<file path="src/sv/assert_macros.svh">
// ---------------------------------------------------------------------------
// Assertion macros
// Clocked property checks; empty when SYNTHESIS is defined.
// ---------------------------------------------------------------------------
`ifndef ASSERT_MACROS_SVH
`define ASSERT_MACROS_SVH

`ifndef SYNTHESIS

// Property holds at every edge outside reset.
`define ASSERT_PROP(label, clk, rst, prop, msg) \
  label: assert property (@(posedge clk) disable iff (rst) prop) else $error(msg);

// Condition never true outside reset.
`define ASSERT_NEVER(label, clk, rst, cond, msg) \
  label: assert property (@(posedge clk) disable iff (rst) !(cond)) else $error(msg);

`else

`define ASSERT_PROP(label, clk, rst, prop, msg)
`define ASSERT_NEVER(label, clk, rst, cond, msg)

`endif

`endif

</file>
<file path="src/sv/rre_pkg.sv">
`timescale 1ns / 1ps
// ---------------------------------------------------------------------------
// rre_pkg
// Shared types and constants of the RTT / RTO estimator.
// ---------------------------------------------------------------------------
package rre_pkg;

  localparam int SAMPLE_W  = 32;
  localparam int SLOT_FW   = 8;
  localparam int SHIFT_W   = 3;
  localparam int REG_W     = 32;
  localparam int CFG_IDX_W = 3;

  localparam int PEER_SLOTS_DEF = 256;
  localparam int TIME_BITS_DEF  = 32;

  // register indexes
  localparam logic [CFG_IDX_W-1:0] CFG_ALPHA_SHIFT = 3'd0;
  localparam logic [CFG_IDX_W-1:0] CFG_BETA_SHIFT  = 3'd1;
  localparam logic [CFG_IDX_W-1:0] CFG_MIN_RTO     = 3'd2;
  localparam logic [CFG_IDX_W-1:0] CFG_MAX_RTO     = 3'd3;
  localparam logic [CFG_IDX_W-1:0] CFG_DEFAULT_RTO = 3'd4;

  // register reset values
  localparam logic [SHIFT_W-1:0] ALPHA_SHIFT_RST = 3'd3;
  localparam logic [SHIFT_W-1:0] BETA_SHIFT_RST  = 3'd2;
  localparam logic [REG_W-1:0]   MIN_RTO_RST     = 32'd10000;
  localparam logic [REG_W-1:0]   MAX_RTO_RST     = 32'd60000000;
  localparam logic [REG_W-1:0]   DEFAULT_RTO_RST = 32'd1000000;

  typedef struct packed {
    logic                action;
    logic [SLOT_FW-1:0]  peer_slot;
    logic [SAMPLE_W-1:0] rtt_sample_us;
  } in_t;

  typedef struct packed {
    logic [REG_W-1:0] rto_us;
    logic             estimate_valid;
  } out_t;

  // per-stage status carried along the pipeline
  typedef struct packed {
    logic vld;
    logic est;
  } stage_t;

endpackage

</file>
<file path="src/sv/rre_timeout.sv">
`timescale 1ns / 1ps
// ---------------------------------------------------------------------------
// rre_timeout
// Timeout from the estimate: saturated srtt + 4*rttvar, then min and max
// clamps, into the result register; the default RTO when no estimate.
// ---------------------------------------------------------------------------
module rre_timeout
  import rre_pkg::*;
#(
  parameter int TIME_BITS = TIME_BITS_DEF
) (
  input  logic                 clk,
  input  logic                 rst,
  input  logic                 adv,
  input  stage_t               b_st,
  input  logic [TIME_BITS-1:0] b_sr,
  input  logic [TIME_BITS-1:0] b_rv,
  input  logic [REG_W-1:0]     min_rto_us,
  input  logic [REG_W-1:0]     max_rto_us,
  input  logic [REG_W-1:0]     default_rto_us,
  output logic                 out_valid,
  output out_t                 out_data
);

  localparam int CW = (TIME_BITS > REG_W) ? TIME_BITS : REG_W;

  logic [TIME_BITS+2:0] sum;
  logic [TIME_BITS-1:0] sum_sat;
  stage_t               c_st;
  logic [TIME_BITS-1:0] c_rto;
  logic [CW-1:0]        rto_ext;
  logic [CW-1:0]        min_ext;
  logic [CW-1:0]        max_ext;
  logic [CW-1:0]        lo_clamp;
  logic [CW-1:0]        hi_clamp;

  assign sum     = {3'b000, b_sr} + {1'b0, b_rv, 2'b00};
  assign sum_sat = (|sum[TIME_BITS+2:TIME_BITS]) ? '1 : sum[TIME_BITS-1:0];

  always_ff @(posedge clk) begin
    if (rst) begin
      c_st.vld <= 1'b0;
    end else if (adv) begin
      c_st.vld <= b_st.vld;
    end
  end

  always_ff @(posedge clk) begin
    if (adv) begin
      c_st.est <= b_st.est;
      c_rto    <= sum_sat;
    end
  end

  // max applied last, so it wins over min
  assign rto_ext  = CW'(c_rto);
  assign min_ext  = CW'(min_rto_us);
  assign max_ext  = CW'(max_rto_us);
  assign lo_clamp = (rto_ext < min_ext) ? min_ext : rto_ext;
  assign hi_clamp = (lo_clamp > max_ext) ? max_ext : lo_clamp;

  always_ff @(posedge clk) begin
    if (rst) begin
      out_valid <= 1'b0;
    end else if (adv) begin
      out_valid <= c_st.vld;
    end
  end

  always_ff @(posedge clk) begin
    if (adv) begin
      out_data.rto_us         <= c_st.est ? REG_W'(hi_clamp) : default_rto_us;
      out_data.estimate_valid <= c_st.est;
    end
  end

endmodule
</file>
<file path="config.mk">
export PLATFORM = sky130hd
export DESIGN_NAME = rre_timeout
export DESIGN_NICKNAME = d
export VERILOG_FILES = /design/src/sv/assert_macros.svh /design/src/sv/rre_pkg.sv /design/src/sv/rre_timeout.sv
export SDC_FILE = /design/constraint.sdc
export NUM_CORES = 1
export LEC_CHECK = 0
export BUFFER_PORTS_ARGS = -buffer_cell sky130_fd_sc_hd__buf_2
export CAP_MARGIN = 0
export CELL_PAD_IN_SITES_DETAIL_PLACEMENT = 1
export CELL_PAD_IN_SITES_GLOBAL_PLACEMENT = 2
export CORE_UTILIZATION = 33
export DETAILED_ROUTE_END_ITERATION = 16
export PLACE_DENSITY_LB_ADDON = 0.1
export SYNTH_ARGS = -nofsm -noshare
export SYNTH_HDL_FRONTEND = slang
export SYNTH_SLANG_ARGS = --single-unit
</file>
<file path="constraint.sdc">
create_clock -name clk -period 13.4 [get_ports clk]
set_clock_uncertainty 0.1 [all_clocks]
set_input_delay 0.67 -clock clk [delete_from_list [all_inputs] [get_ports clk]]
set_output_delay 0.67 -clock clk [all_outputs]
set_load 0.02 [all_outputs]
</file>
---- Yosys cells after proc, flatten, opt, wreduce, memory -nomap -nowiden ----
Cells that the tools add are included.
cells by class
  magnitude comparators ................... 2
  add/sub/neg operators ................... 1
  multiplexer cells ....................... 3
  reduce and logical (&&, ||, !) cells .... 1
operator list
  kind                            number
  2-to-1 mux 32 bit               3
  adder 32 x 34 -> 35 bit         1
  greater-than comparator 32 bit  1
  < comparator 32 bit             1
  OR reduction 3 bit              1
word-level totals
  logic and storage cells ................. 13
  flip-flop bits (word level) ............. 68
  input port bits ......................... 165

---- Longest topological paths before layout ----
Gate-level depths: netlist (run 1).
  word-level depth ........................ 5
  depth in mapped cells ................... 24

---- Least setup slack after synthesis (run 1) ----
No wires, ideal clock.
  path type ............................... input port to flip-flop
  start point ............................. input port min_rto_us[5]
  end point ............................... register out_data[10] in the netlist's numbering, data pin
  stages on the path ...................... 24
  arrival ................................. 4.519 ns
  setup slack ............................. 8.523 ns
  path through ............................ inv_1 > ha_1 > a21o_1 > a21o_1 > a21oi_1 > o31ai_1 > a221oi_1 > o221ai_1 > or2_1 > clkbuf_1 > clkbuf_1 > nand2_1 > o21ai_0 > ha_1 > a21o_1 > a21o_1 > a21oi_1 > o22ai_1 > o41ai_1 > a21o_1 > nand2_1 > clkbuf_1 > a21oi_1 > a21oi_1
on the way
  word-level cells in the longest chain between the ends .. 5
RTL lines
  what                            RTL line           text
  from (decl)                     rre_timeout.sv:18  input logic [REG_W-1:0] min_rto_us,
  < comparator 32 bit             rre_timeout.sv:59  assign lo_clamp = (rto_ext < min_ext) ? min_ext : rto_ext;
  2-to-1 mux 32 bit (*)           rre_timeout.sv:59
  greater-than comparator 32 bit  rre_timeout.sv:60  assign hi_clamp = (lo_clamp > max_ext) ? max_ext : lo_clamp;
  2-to-1 mux 32 bit (*)           rre_timeout.sv:60
  2-to-1 mux 32 bit (*)           rre_timeout.sv:72  out_data.rto_us <= c_st.est ? REG_W'(hi_clamp) : default_rto_us;
  to (decl)                       rre_timeout.sv:22  output out_t out_data
Mark *: on every way between the ends. The rest lies on a longest branch, timed or not.
A chain may end at the register's enable or synchronous reset.

---- Final worst setup path (run 1) ----
  start point ............................. register c_rto[5]
  end point ............................... register out_data[15] in the netlist's numbering, data pin
on the way
  word-level cells in the longest chain between the ends .. 5
RTL lines
  what                            RTL line           text
  from (decl)                     rre_timeout.sv:30  logic [TIME_BITS-1:0] c_rto;
  from (signal assigned)          rre_timeout.sv:51  c_rto <= sum_sat;
  < comparator 32 bit             rre_timeout.sv:59
  2-to-1 mux 32 bit (*)           rre_timeout.sv:59
  greater-than comparator 32 bit  rre_timeout.sv:60
  2-to-1 mux 32 bit (*)           rre_timeout.sv:60
  2-to-1 mux 32 bit (*)           rre_timeout.sv:72
Marks and branches as above.

==> results of run 1 <==
[per-stage QoR]
| step | cell area (sq um) | hold slack [ns] |
|---|---|---|
| after floorplan | 6390 | 0.348 |
| after global placement | 7630 | 0.374 |
| after detailed placement | 7630 | 0.381 |
| after CTS | 7950 | 0.391 |
| after global routing | 7950 | 0.400 |
| final | 7950 | 0.397 |
[layout by cell type, fill, tap and decap left out, drive strengths merged, types with 13 or more instances in the layout]
cell,synthesis,routed
o21ai,48,48
nand2b,26,26
buf,0,202
a21o,43,43
inv,73,73
edfxtp,66,66
nand4,20,20
ha,93,93
nor2,21,21
a21oi,103,103
or2,13,13
nand2,83,83
o22ai,33,33
[flip-flops by register name, indices dropped and copies added (netlist names)]
signal     cells
c_rto         32
c_st           2
out_valid      1
out_data      33
[worst min path at each step]
stage,endpoint,cells past startpoint,slack (ns),from
floorplan,out_data[0],0,0.35,c_st[0]
global placement,out_valid,2,0.37,out_valid
detailed placement,out_valid,2,0.38,out_valid
CTS,out_valid,2,0.39,rst
global route,out_valid,2,0.40,rst
finish,out_valid,2,0.40,out_valid
[routing by layer]
metal | wire (um) | part of all wire (%) | global-route usage [%] | vias to the layer above
met4 | 313 | 1.5 | 6.18 | 0
met2 | 9330 | 46 | 35.0 | 176
met1 | 9590 | 47 | 27.7 | 2899
met3 | 989 | 4.9 | 3.19 | 18
met5 | 0 | 0 | 0 | -
li1 | - | - | - | 3102
[power groups by stage]
stage / Sequential (mW) / Clock, mW / Combinational [mW]
4_1_cts: 0.276 / 0.263 / 0.320
2_1_floorplan: 0.294 / 0 / 0.193
6_report: 0.276 / 0.257 / 0.317
3_3_place_gp: 0.280 / 0 / 0.309
5_1_grt: 0.278 / 0.270 / 0.357
3_5_place_dp: 0.280 / 0 / 0.318
[layout make-up]
| cell class | instances | area [sq um] |
|---|---|---|
| fillers | 2273 | 10900 |
| clock buffers | 9 | 225 |
| flip-flops and latches | 68 | 2020 |
| well taps | 260 | 325 |
| repair buffers | 202 | 1020 |
| multi-input cells | 577 | 3990 |
| inverters | 73 | 274 |
| clock inverters | 7 | 91.3 |
[logic make-up after synthesis]
logic type | Yosys count
XOR/XNOR | 23
flip-flops | 68
adder cells (fa/ha/maj) | 94
AND/OR/NAND/NOR | 189
buffers and inverters | 104
multiplexers | 2
AO/OA/AOI/OAI | 269
[worst register-to-register path, delay by kind of cell (launching register included)]
family                     cells  cell delay [ns]
AOI/OAI and AO/OA             12             2.02
buffers and inverters          1             0.39
DFF                            1             0.45
and+or+nand+nor                6             1.94
adders and majority gates      2             0.67
==> metrics.md, run 1 <==
| Metric | Value |
|---|---|
| Compound-cell area share of the yosys netlist | 25.8% |
| Chain of cells forming the critical path | ha_1 -> a21o_1 -> a21o_1 -> a21oi_1 -> o31ai_1 -> a221oi_1 -> o221ai_1 -> or2_2 -> nand2_1 -> o21ai_0 -> ha_1 -> nand4_1 -> or2_2 -> nor2_1 -> o21a_1 -> o41ai_1 -> a21o_1 -> nand2_1 -> buf_4 -> a21oi_1 -> a21oi_1 |
| Routability-driven placement congestion ratio | 0.889 |
| Xor/xnor share of the synthesized area | around 3.2% |
| Antenna Nets Post-Route | 0 |
| Synth top area cells | edfxtp_1 31%, ha_1 18%, a21oi_1 8.0%, a21o_1 5.0%, nand2_1 4.9% |
| Core footprint | 18800 sq um |
| Number of max-capacitance violations reported | 0 |
| Largest stage delay on the critical path | around 0.70 ns |
| Endpoint type of the worst setup path | flip-flop |
| Total via count after detailed routing | 6195 |
| Num CTS Buffers | 9 |
| Tcrit/Tclk final | 42.5% |
| Netlist area before placement | roughly 6400 sq um |
| Final worst-path setup slack | 7.70 ns |
| Required time of the critical path | 13.49 ns |
| Cell at the root of the clock tree | clkbuf_16 |
| Average cell area after synthesis | 8.53 sq um |
| Worst slew margin relative to its limit | 22.6% |
| Portion of total power attributed to combinational logic | 37.3% |
| Cell depth of the worst setup path | 21 |
| Arrival @ worst endpoint | 5.78 ns |
| Post-Synth Simple-Gate Area | between 10% and 20% |
| Dominant combinational cell family by area after synthesis | compound AO/OA/AOI/OAI gates |
| Number of cell instances on the worst register-to-register path | 21 |
| Max Slew Vio Count | 0 |
| Number of standard cells in the final layout excluding fillers | 1196 |
| Number of nets in the final layout | 1190 |
| Yosys warning count | 0 |
| Placement Setup Slack | 7.30 ns |
| Layout cell share with drive strength beyond 1 | 25.6% |
| Largest driver fanout on the critical path | 63 |
| Max H-tree Level | 3 |
| Chip Width | 141 um |
| Switching share of power | 34.9% |
| Buffering stage count on the worst path with inverters included | 1 |
| Final sum of negative setup slack | 0 ns |
| Number of distinct library cells after synthesis | 54 |
| Time the worst path needs with I/O delays and setup | 5.70 ns |
| Longest Clk Path Bufs | 2 |
| Top-area cell type share of the netlist area | 31.0% |
| I/O pin total | between 150 and 200 |
| Final core area utilization | between 40% and 50% |
| Net switching power figure | 297 uW |
| Die Height | 141 um |
| Worst IR drop on VDD | roughly 0.044 mV |
| CTS hold repair buffers | 0 |
| Clock-pin slew reported for the worst setup and hold paths after clock tree synthesis | approximately 0.060 ns |
| Die Footprint | 19900 sq um |
| Number of iterations in the first detailed-routing pass | 5 |
| Mux cell area share after synthesis | 0.313% |
| Reported leakage power | just under 4 nW |
| Number of global-route vias before repair | 6487 |
| Port-buffer cells | 198 |
| Endpoint of the most critical setup path | out_data[15] |
| Post-CTS resize count | 0 |
| Dominant cell by count in the synthesized netlist | a21oi_1 |
| Sequential element share of the synthesized area | between 30% and 40% |
| Launching element type of the critical path | flip-flop |
| Vias per std cell | 5.18 |
| Clock Sinks | slightly below 70 |
| Number of diodes added for antenna fixing | 0 |
| Wire length after detailed routing | 20.2 mm |
| Least-Margin Pin Slew | between 1 and 1.5 ns |
| Adder-Cell Fraction of Synth Area | a little under a fifth |
| Start point of the critical path | c_rto[5] |
| Residual DRC count | 0 |
| PwrDens | 107 nW/um^2 |
| R2r startpoint | c_rto[5] |
| Clock power share | ~30% |
| Count of mapped cells out of synthesis | between 700 and 800 |
| Post-layout total power | between 800 and 900 uW |
| CTS tree | done |
| Placement Rows | 50 |
| Number of hold violations in the final report | 0 |
| Antenna violations before repair | 0 |
| Synth-to-layout area growth | 24.3% |
| GRT Overall Usage | between 20% and 30% |
| Maximum number of pins on one net before global-route repair | 69 |
| Cell-internal power | 553 uW |
| Post-synth net total | 1008 |
| Dpl hpwl | 16.1 mm |
| Highest-delay cell along the critical path | or2_2 |
| Share of total power in sequential cells | about a third |
| Placed Instances | ~1200 |
| Upper clock frequency limit | ~0.18 GHz |
| Insertion delay to the later sink of the worst-skew pair | 0.34 ns |
| Async set-reset flop share out of synthesis | 0% |
| Post-CTS setup buffers | 0 |
| Final count of negative-setup-slack endpoints | 0 |
| Post-synth EDFFs | 66 |
| Starting density of the core | 33.9% |
| Iteration-0 DRC count of the detailed router | 253 |
| Reg-to-reg critical path endpoint | out_data[15] |
| Status | complete, no violations |
| Post-synthesis sequential element count | 68 |
| Unrepaired setup endpoints after global routing | no |
| Post-synth top area cell | edfxtp_1 |
| Critical path's top delay family | compound AO/OA/AOI/OAI gates |
| HP Class | reg2reg |
| Worst Setup Path Type | reg2reg |
| Slack of the worst reg-to-reg path | just under 8 ns |
| Wire length of the first global-routing pass | 32.8 mm |
| Total congestion overflow after global routing | 0 |
| Dominant synthesized flop cell | edfxtp_1 |
| Most frequent cells after synthesis | 102 x a21oi_1, 93 x ha_1, 83 x nand2_1 |
| Routed length per placed instance | 16.9 um |
(Power assumes the default switching activity.)
==> run 2, diff against run 1 <==
--- a/config.mk
+++ b/config.mk
@@ -5,11 +5,12 @@
 export SDC_FILE = /design/constraint.sdc
 export NUM_CORES = 1
 export LEC_CHECK = 0
+export ABC_AREA = 1
 export BUFFER_PORTS_ARGS = -buffer_cell sky130_fd_sc_hd__buf_2
 export CAP_MARGIN = 0
 export CELL_PAD_IN_SITES_DETAIL_PLACEMENT = 1
 export CELL_PAD_IN_SITES_GLOBAL_PLACEMENT = 2
-export CORE_UTILIZATION = 33
+export CORE_UTILIZATION = 26
 export DETAILED_ROUTE_END_ITERATION = 16
 export PLACE_DENSITY_LB_ADDON = 0.1
 export SYNTH_ARGS = -nofsm -noshare
==> constraint.sdc (replaced) <==
create_clock -name clk -period 4.6 [get_ports clk]
set_clock_uncertainty 0.1 [all_clocks]
set_input_delay 0.23 -clock clk [delete_from_list [all_inputs] [get_ports clk]]
set_output_delay 0.23 -clock clk [all_outputs]
set_load 0.02 [all_outputs]
==> run 2 against run 1 <==
Compared with the run above:
- cell area increased by 16%
- non-clock buffer count increased by 8
- routed wire length increased by 23%
- utilization decreased by 10 points
- critical path type unchanged
==> metrics.md, run 2 <==
| Metric | Value |
|---|---|
| Dominant cell by count in the synthesized netlist | nand2_1 |
| Placement Rows | 62 (+24%) |
| Longest Clk Path Bufs | 2 (unchanged) |
| Most frequent cells after synthesis | 358 x nand2_1, 171 x inv_1, 125 x nand3_1 |
| Iteration-0 DRC count of the detailed router | 306 (+21%) |
| Final core area utilization | 32.1% (-10 points) |
| Xor/xnor share of the synthesized area | 2.32% (-0.83 points) |
| Post-synth net total | 1367 (+36%) |
| Max H-tree Level | 3 (unchanged) |
| Required time of the critical path | 4.59 ns (-8.90 ns) |
| Worst slew margin relative to its limit | 36.6% (+14 points) |
| Dpl hpwl | 21.5 mm (+33%) |
| Number of iterations in the first detailed-routing pass | 4 (-1) |
| Post-Synth Simple-Gate Area | 35.2% (+21 points) |
| Antenna violations before repair | 1 (+1) |
| Number of max-capacitance violations reported | 0 (unchanged) |
| Max FFs per register | 33 (unchanged) |
| CTS tree | done |
| Least-Margin Pin Slew | 0.948 ns (-0.213 ns) |
| Compound-cell area share of the yosys netlist | 9.10% (-17 points) |
| Die Footprint | 29700 sq um (+49%) |
| Time the worst path needs with I/O delays and setup | 4.04 ns (-1.66 ns) |
| Upper clock frequency limit | 0.248 GHz (+41%) |
| Die Height | 172 um (+22%) |
| Core footprint | 28600 sq um (+52%) |
| Sequential element share of the synthesized area | 26.8% (-4.8 points) |
| Routability-driven placement congestion ratio | 0.838 (-5.7%) |
| Vias per std cell | 4.44 (-14%) |
| Tcrit/Tclk final | 87.8% (+45 points) |
| Unrepaired setup endpoints after global routing | no |
| Endpoint type of the worst setup path | flip-flop |
| Launching element type of the critical path | flip-flop |
| Reported leakage power | 5.02 nW (+31%) |
| Num CTS Buffers | 9 (unchanged) |
| Final count of negative-setup-slack endpoints | 0 (unchanged) |
| Yosys warning count | 0 (unchanged) |
| Antenna Nets Post-Route | 0 (unchanged) |
| Number of global-route vias before repair | 7562 (+17%) |
| Insertion delay to the later sink of the worst-skew pair | 0.34 ns (about the same) |
| Post-layout total power | 2.66 mW (+210%) |
| Total congestion overflow after global routing | 0 (unchanged) |
| Number of hold violations in the final report | 0 (unchanged) |
| Layout cell share with drive strength beyond 1 | 20.6% (-5.1 points) |
| Post-synth EDFFs | 66 (unchanged) |
| Post-synth top area cell | edfxtp_1 |
| Wire length of the first global-routing pass | 39.5 mm (+20%) |
| Worst IR drop on VDD | 0.105 mV (+140%) |
| Final sum of negative setup slack | 0 ns (unchanged) |
| Total via count after detailed routing | 7492 (+21%) |
| Worst Setup Path Type | reg2reg |
| Largest driver fanout on the critical path | 32 (-49%) |
| Count of mapped cells out of synthesis | 1108 (+48%) |
| Clock Sinks | 68 (unchanged) |
| Top-area cell type share of the netlist area | 26.3% (-4.7 points) |
| Clock-pin slew reported for the worst setup and hold paths after clock tree synthesis | 0.05 ns (about the same) |
| Status | complete, no violations |
| Dominant combinational cell family by area after synthesis | simple AND/OR/NAND/NOR gates |
| Number of nets in the final layout | 1557 (+31%) |
| Mux cell area share after synthesis | 0% (-0.31 points) |
| Cell at the root of the clock tree | clkbuf_16 |
| Layout fillers | 3718 (+64%) |
| Netlist area before placement | 7550 sq um (+18%) |
| Arrival @ worst endpoint | 4.03 ns (-1.75 ns) |
| Most common cell after layout, fill and taps aside | nand2_1 |
| Chip Width | 172 um (+22%) |
| Synth-to-layout area growth | 21.7% |
| Synth top area cells | edfxtp_1 26%, nand2_1 18%, ha_1 15%, inv_1 8.5%, nand3_1 8.3% |
| Max Slew Vio Count | 0 (unchanged) |
| Average cell area after synthesis | 6.81 sq um (-20%) |
| Wire length after detailed routing | 24.8 mm (+23%) |
| Routed length per placed instance | 14.7 um (-13%) |
| Number of diodes added for antenna fixing | 0 (unchanged) |
| Post-synthesis sequential element count | 68 (unchanged) |
| Largest registers | out_data: 33 flops, c_rto: 32 flops, c_st: 2 flops |
| Starting density of the core | 26.4% (-7.6 points) |
| GRT Overall Usage | 17.2% (-3.7 points) |
| Maximum number of pins on one net before global-route repair | 39 (-43%) |
| Leading cell types in the layout, fill and taps excluded | 357 x nand2_1, 198 x buf_2, 171 x inv_1, 125 x nand3_1, 93 x ha_1 |
| HP Class | in2reg |
| Number of distinct library cells after synthesis | 35 (-35%) |
| I/O pin total | 199 (unchanged) |
| Async set-reset flop share out of synthesis | 0% (unchanged) |
| Adder-Cell Fraction of Synth Area | 15.7% (-2.8 points) |
| Register containing the most flip-flops in the final layout | out_data |
| Dominant synthesized flop cell | edfxtp_1 |
| PwrDens | 290 nW/um^2 (+170%) |
| Residual DRC count | 0 (unchanged) |
| Port-buffer cells | 198 (unchanged) |
[run 2: cell type report]
type	count	area [sq um]	area share [%]
clock buffers	11	233	2.53
clock inverters	4	17.5	0.191
inverters	172	646	7.03
multi-input cells	837	4710	51.2
flip-flops and latches	68	2020	22.0
well taps	384	480	5.23
repair buffers	210	1090	11.8
[run 2: through the flow]
| step | setup slack, ns | cells | hold WS, ns | instance area [sq um] |
|---|---|---|---|---|
| 3_3_place_gp | 0.423 | 1669 | 0.307 | 8920 |
| 2_1_floorplan | 1.27 | 1108 | 0.199 | 7550 |
| 4_1_cts | 0.429 | 1686 | 0.0296 | 9190 |
| 5_1_grt | 0.112 | 1686 | 0.0513 | 9190 |
| 3_5_place_dp | 0.439 | 1669 | 0.304 | 8920 |
| 6_report | 0.561 | 1686 | 0.0377 | 9190 |
[run 2: worst max-delay path, cell delays in order (launching register included)]
cell      delay (ns)
edfxtp_1        0.41
ha_1            0.31
a21oi_1         0.13
nor2_1          0.05
nor3_1          0.13
nand2_1         0.09
nand2_1         0.07
nand2_1         0.07
nand2_2         0.19
nand2_1         0.08
buf_4           0.24
nand2_1         0.15
nand2_1         0.06
ha_1            0.29
nand2_1         0.07
nor2_1          0.13
nand2_1         0.10
nor4_2          0.22
nand2_1         0.09
nand2_1         0.08
buf_4           0.32
nand3_1         0.12
nand2_1         0.08
inv_1           0.04
nand2_1         0.10
nand2_1         0.06
[run 2: worst paths after layout]
path,startpoint,to,slack [ns],cells past startpoint
setup / recovery,c_rto[5],out_data[15],0.56,25
hold / removal,b_st[1],c_st[1],0.04,3
setup reg to reg,c_rto[5],out_data[15],0.56,25
hold reg to reg,out_valid,out_valid,0.35,2
[run 2: layer usage]
| layer | up-vias | global-route usage [%] | part of all wire, % |
|---|---|---|---|
| li1 | 3991 | - | - |
| met1 | 3322 | 23.5 | 50 |
| met2 | 153 | 28.3 | 45 |
| met3 | 24 | 1.42 | 3.3 |
| met4 | 2 | 5.69 | 1.8 |
| met5 | - | 0 | 0.036 |
[run 2: cell families (layout without fill, tap and decap cells)]
| family | count (synthesis) | after routing |
|---|---|---|
| compound gates | 126 | 126 |
| fa+ha+maj | 94 | 94 |
| buf+inv | 203 | 397 |
| flops | 68 | 68 |
| xor+xnor | 20 | 20 |
| simple gates | 597 | 597 |
[run 2: power by group]
group	internal (mW)	switching (mW)	leakage, nW
clock network	0.356	0.249	0.124
registers	0.785	0.0325	0.673
logic	0.440	0.798	4.22
[run 2: timing repair]
item | 4_1_cts | 5_1_grt
hold endpoints to repair | 3 | 0
endpoints found under the setup margin | 0 | 2
resized for setup | 0 | 1
hold buffers | 2 | 0
setup buffers | 0 | 0
==> run 3, diff against run 2 <==
--- a/config.mk
+++ b/config.mk
@@ -10,7 +10,7 @@
 export CAP_MARGIN = 0
 export CELL_PAD_IN_SITES_DETAIL_PLACEMENT = 1
 export CELL_PAD_IN_SITES_GLOBAL_PLACEMENT = 2
-export CORE_UTILIZATION = 26
+export CORE_UTILIZATION = 31
 export DETAILED_ROUTE_END_ITERATION = 16
 export PLACE_DENSITY_LB_ADDON = 0.1
 export SYNTH_ARGS = -nofsm -noshare
==> constraint.sdc (replaced) <==
create_clock -name clk -period 4.95 [get_ports clk]
set_clock_uncertainty 0.1 [all_clocks]
set_input_delay 0.2475 -clock clk [delete_from_list [all_inputs] [get_ports clk]]
set_output_delay 0.2475 -clock clk [all_outputs]
set_load 0.02 [all_outputs]
==> run 3 against run 2 <==
Compared with the run above:
- register-to-register slack lost 0.03 ns
- die area decreased by 16%
- count of clock-buffer cells in the layout grew 2
- hold slack gained 0.020 ns
- cell area shrank 0.86%
- power shrank 6.9%
- fmax decreased by 8.6%
- critical path depth is 1 lower
- first-iteration DRC count fell by 23%
- sequential power fell by 7.0%
- critical path type unchanged
==> metrics.md, run 3 (synthesis results as in run 2) <==
| Metric | Value |
|---|---|
| Die Footprint | 25000 sq um (-16%) |
| CTS tree | done |
| Num CTS Buffers | 9 (unchanged) |
| Final sum of negative setup slack | 0 ns (unchanged) |
| Area taken by multi-input logic gates | 4700 sq um (about the same) |
| Clock-pin slew reported for the worst setup and hold paths after clock tree synthesis | 0.05 ns (about the same) |
| Iteration-0 DRC count of the detailed router | 237 (-23%) |
| Die Height | 158 um (-8.3%) |
| Dpl hpwl | 20.9 mm (-3.1%) |
| Insertion delay to the later sink of the worst-skew pair | 0.34 ns (about the same) |
| Residual DRC count | 0 (unchanged) |
| Register area | 2020 sq um (unchanged) |
| Worst Setup Path Type | reg2reg |
| Tcrit/Tclk final | 89.3% (+1.5 points) |
| I/O pin total | 199 (unchanged) |
| Required time of the critical path | 4.94 ns (+0.35 ns) |
| Port-buffer cells | 198 (unchanged) |
| Reg-to-reg critical path endpoint | out_data[8] |
| Cell at the root of the clock tree | clkbuf_16 |
| Post-layout total power | 2.48 mW (-6.9%) |
| Chip Width | 158 um (-8.3%) |
| Number of global-route vias before repair | 7736 (+2.3%) |
| Number of max-capacitance violations reported | 0 (unchanged) |
| Number of standard cells in the final layout excluding fillers | 1622 (-3.8%) |
| Slack of the worst reg-to-reg path | 0.53 ns (-0.03 ns) |
| Final worst hold slack | 0.0576 ns (+0.0199 ns) |
| Register containing the most flip-flops in the final layout | out_data |
| Worst IR drop on VDD | 0.166 mV (+57%) |
| Upper clock frequency limit | 0.226 GHz (-8.6%) |
| PwrDens | 272 nW/um^2 (-6.1%) |
| Status | complete, no violations |
| GRT Overall Usage | 20.2% (+3.0 points) |
| Post-CTS setup buffers | 0 (unchanged) |
| Largest driver fanout on the critical path | 32 (unchanged) |
| Max H-tree Level | 3 (unchanged) |
| Number of hold violations in the final report | 0 (unchanged) |
| Clock Sinks | 68 (unchanged) |
| Worst slew margin relative to its limit | 34.5% (-2.2 points) |
| Max Slew Vio Count | 0 (unchanged) |
| Total congestion overflow after global routing | 0 (unchanged) |
| Reported leakage power | 5.02 nW (about the same) |
| Synth-to-layout area growth | 20.7% |
| Wire length after detailed routing | 24.3 mm (-2.1%) |
| Antenna violations before repair | 0 (-1) |
| Time the worst path needs with I/O delays and setup | 4.42 ns (+0.380 ns) |
| Layout fillers | 3165 (-15%) |
| Routability-driven placement congestion ratio | 0.838 (about the same) |
| Least-Margin Pin Slew | 0.981 ns (+0.0325 ns) |
| Number of nets in the final layout | 1555 (-0.13%) |
| Total via count after detailed routing | 7624 (+1.8%) |
| Most common cell after layout, fill and taps aside | nand2_1 |
| Arrival @ worst endpoint | 4.41 ns (+0.38 ns) |
| Maximum number of pins on one net before global-route repair | 70 (+79%) |
| Longest Clk Path Bufs | 2 (unchanged) |
| Core footprint | 23700 sq um (-17%) |
| Max FFs per register | 33 (unchanged) |
| Leading cell types in the layout, fill and taps excluded | 358 x nand2_1, 198 x buf_2, 171 x inv_1, 125 x nand3_1, 93 x ha_1 |
| Layout cell share with drive strength beyond 1 | 20.5% (-0.061 points) |
| Antenna Nets Post-Route | 0 (unchanged) |
| Final count of negative-setup-slack endpoints | 0 (unchanged) |
| Starting density of the core | 31.9% (+5.5 points) |
| Number of cell instances on the worst register-to-register path | 24 (-4.0%) |
| Endpoint of the most critical setup path | out_data[8] |
| Number of iterations in the first detailed-routing pass | 4 (unchanged) |
| HP Class | in2reg |
| Largest registers | out_data: 33 flops, c_rto: 32 flops, c_st: 2 flops |
| Unrepaired setup endpoints after global routing | no |
| Routed length per placed instance | 15.0 um (+1.7%) |
| R2r startpoint | c_rto[5] |
| Endpoint type of the worst setup path | flip-flop |
| Placement Rows | 56 (-9.7%) |
| Post-CTS resize count | 0 (unchanged) |
| Launching element type of the critical path | flip-flop |
| Vias per std cell | 4.70 (+5.8%) |
| CTS hold repair buffers | 2 (unchanged) |
| Placed Instances | 1602 (-4.0%) |
| Wire length of the first global-routing pass | 39.4 mm (about the same) |
| Start point of the critical path | c_rto[5] |
run 3: cell count changes in the layout (fill, tap and decap cells not counted):
cell / change
buf_4: -2
clkinv_1: -2
clkbuf_1: +1
clkinv_2: +1
clkbuf_8: +1
diode_2: +2
nand2_2: -1
nand2_1: +1
run 3: worst max-delay path, cell delays in order (launching register included):
cell	delay, ns
edfxtp_1	0.41
ha_1	0.31
a21oi_1	0.16
nor2_1	0.06
nor3_1	0.13
nand2_1	0.08
nand2_1	0.06
nand2_1	0.08
nand2_1	0.09
nand2_1	0.24
buf_4	0.31
nand2_1	0.12
nand2_1	0.06
ha_1	0.29
a21oi_1	0.14
o21ai_0	0.09
a21oi_1	0.12
nand2_1	0.09
nand2_1	0.09
nand2_1	0.26
nand2_1	0.14
buf_4	0.36
nand3_1	0.18
nand2_1	0.12
nand2_1	0.05
run 3: through the flow:
step	cell area (sq um)	worst slack [ns]	utilization [%]
after floorplan	7550	1.62	-
after global placement	8820	0.539	37.2
after detailed placement	8820	0.546	37.2
after CTS	9110	0.524	38.5
after global routing	9110	0.0927	38.5
final	9110	0.531	38.5
run 3: area by class of cell:
class / instances / area share (%)
repair buffers: 208 / 11.8
multi-input cells: 837 / 51.6
inverters: 172 / 7.09
clock inverters: 3 / 0.165
clock buffers: 13 / 2.75
flip-flops and latches: 68 / 22.2
well taps: 319 / 4.38
diodes: 2 / 0.0549
run 3: layer usage:
metal | global-route usage, % | share of wire, % | up-vias
met4 | 5.04 | 1.2 | 0
met5 | 0 | 0 | -
met3 | 1.70 | 3.6 | 17
met2 | 34.3 | 45 | 155
met1 | 27.5 | 50 | 3455
li1 | - | - | 3997
run 3: worst min-delay path by stage:
stage,cells after the start,slack (ns),start,endpoint
floorplan,1,0.22,rst,c_st[1]
global route,3,0.05,b_st[1],c_st[1]
global placement,2,0.32,rst,c_st[1]
finish,3,0.06,b_st[1],c_st[1]
CTS,3,0.05,b_st[1],c_st[1]
detailed placement,2,0.33,rst,c_st[1]
run 3: power breakdown:
group	leakage (nW)	switching (mW)	internal, mW
logic	4.21	0.735	0.402
registers	0.673	0.0308	0.730
clock network	0.133	0.228	0.350
total	5.02	0.994	1.48
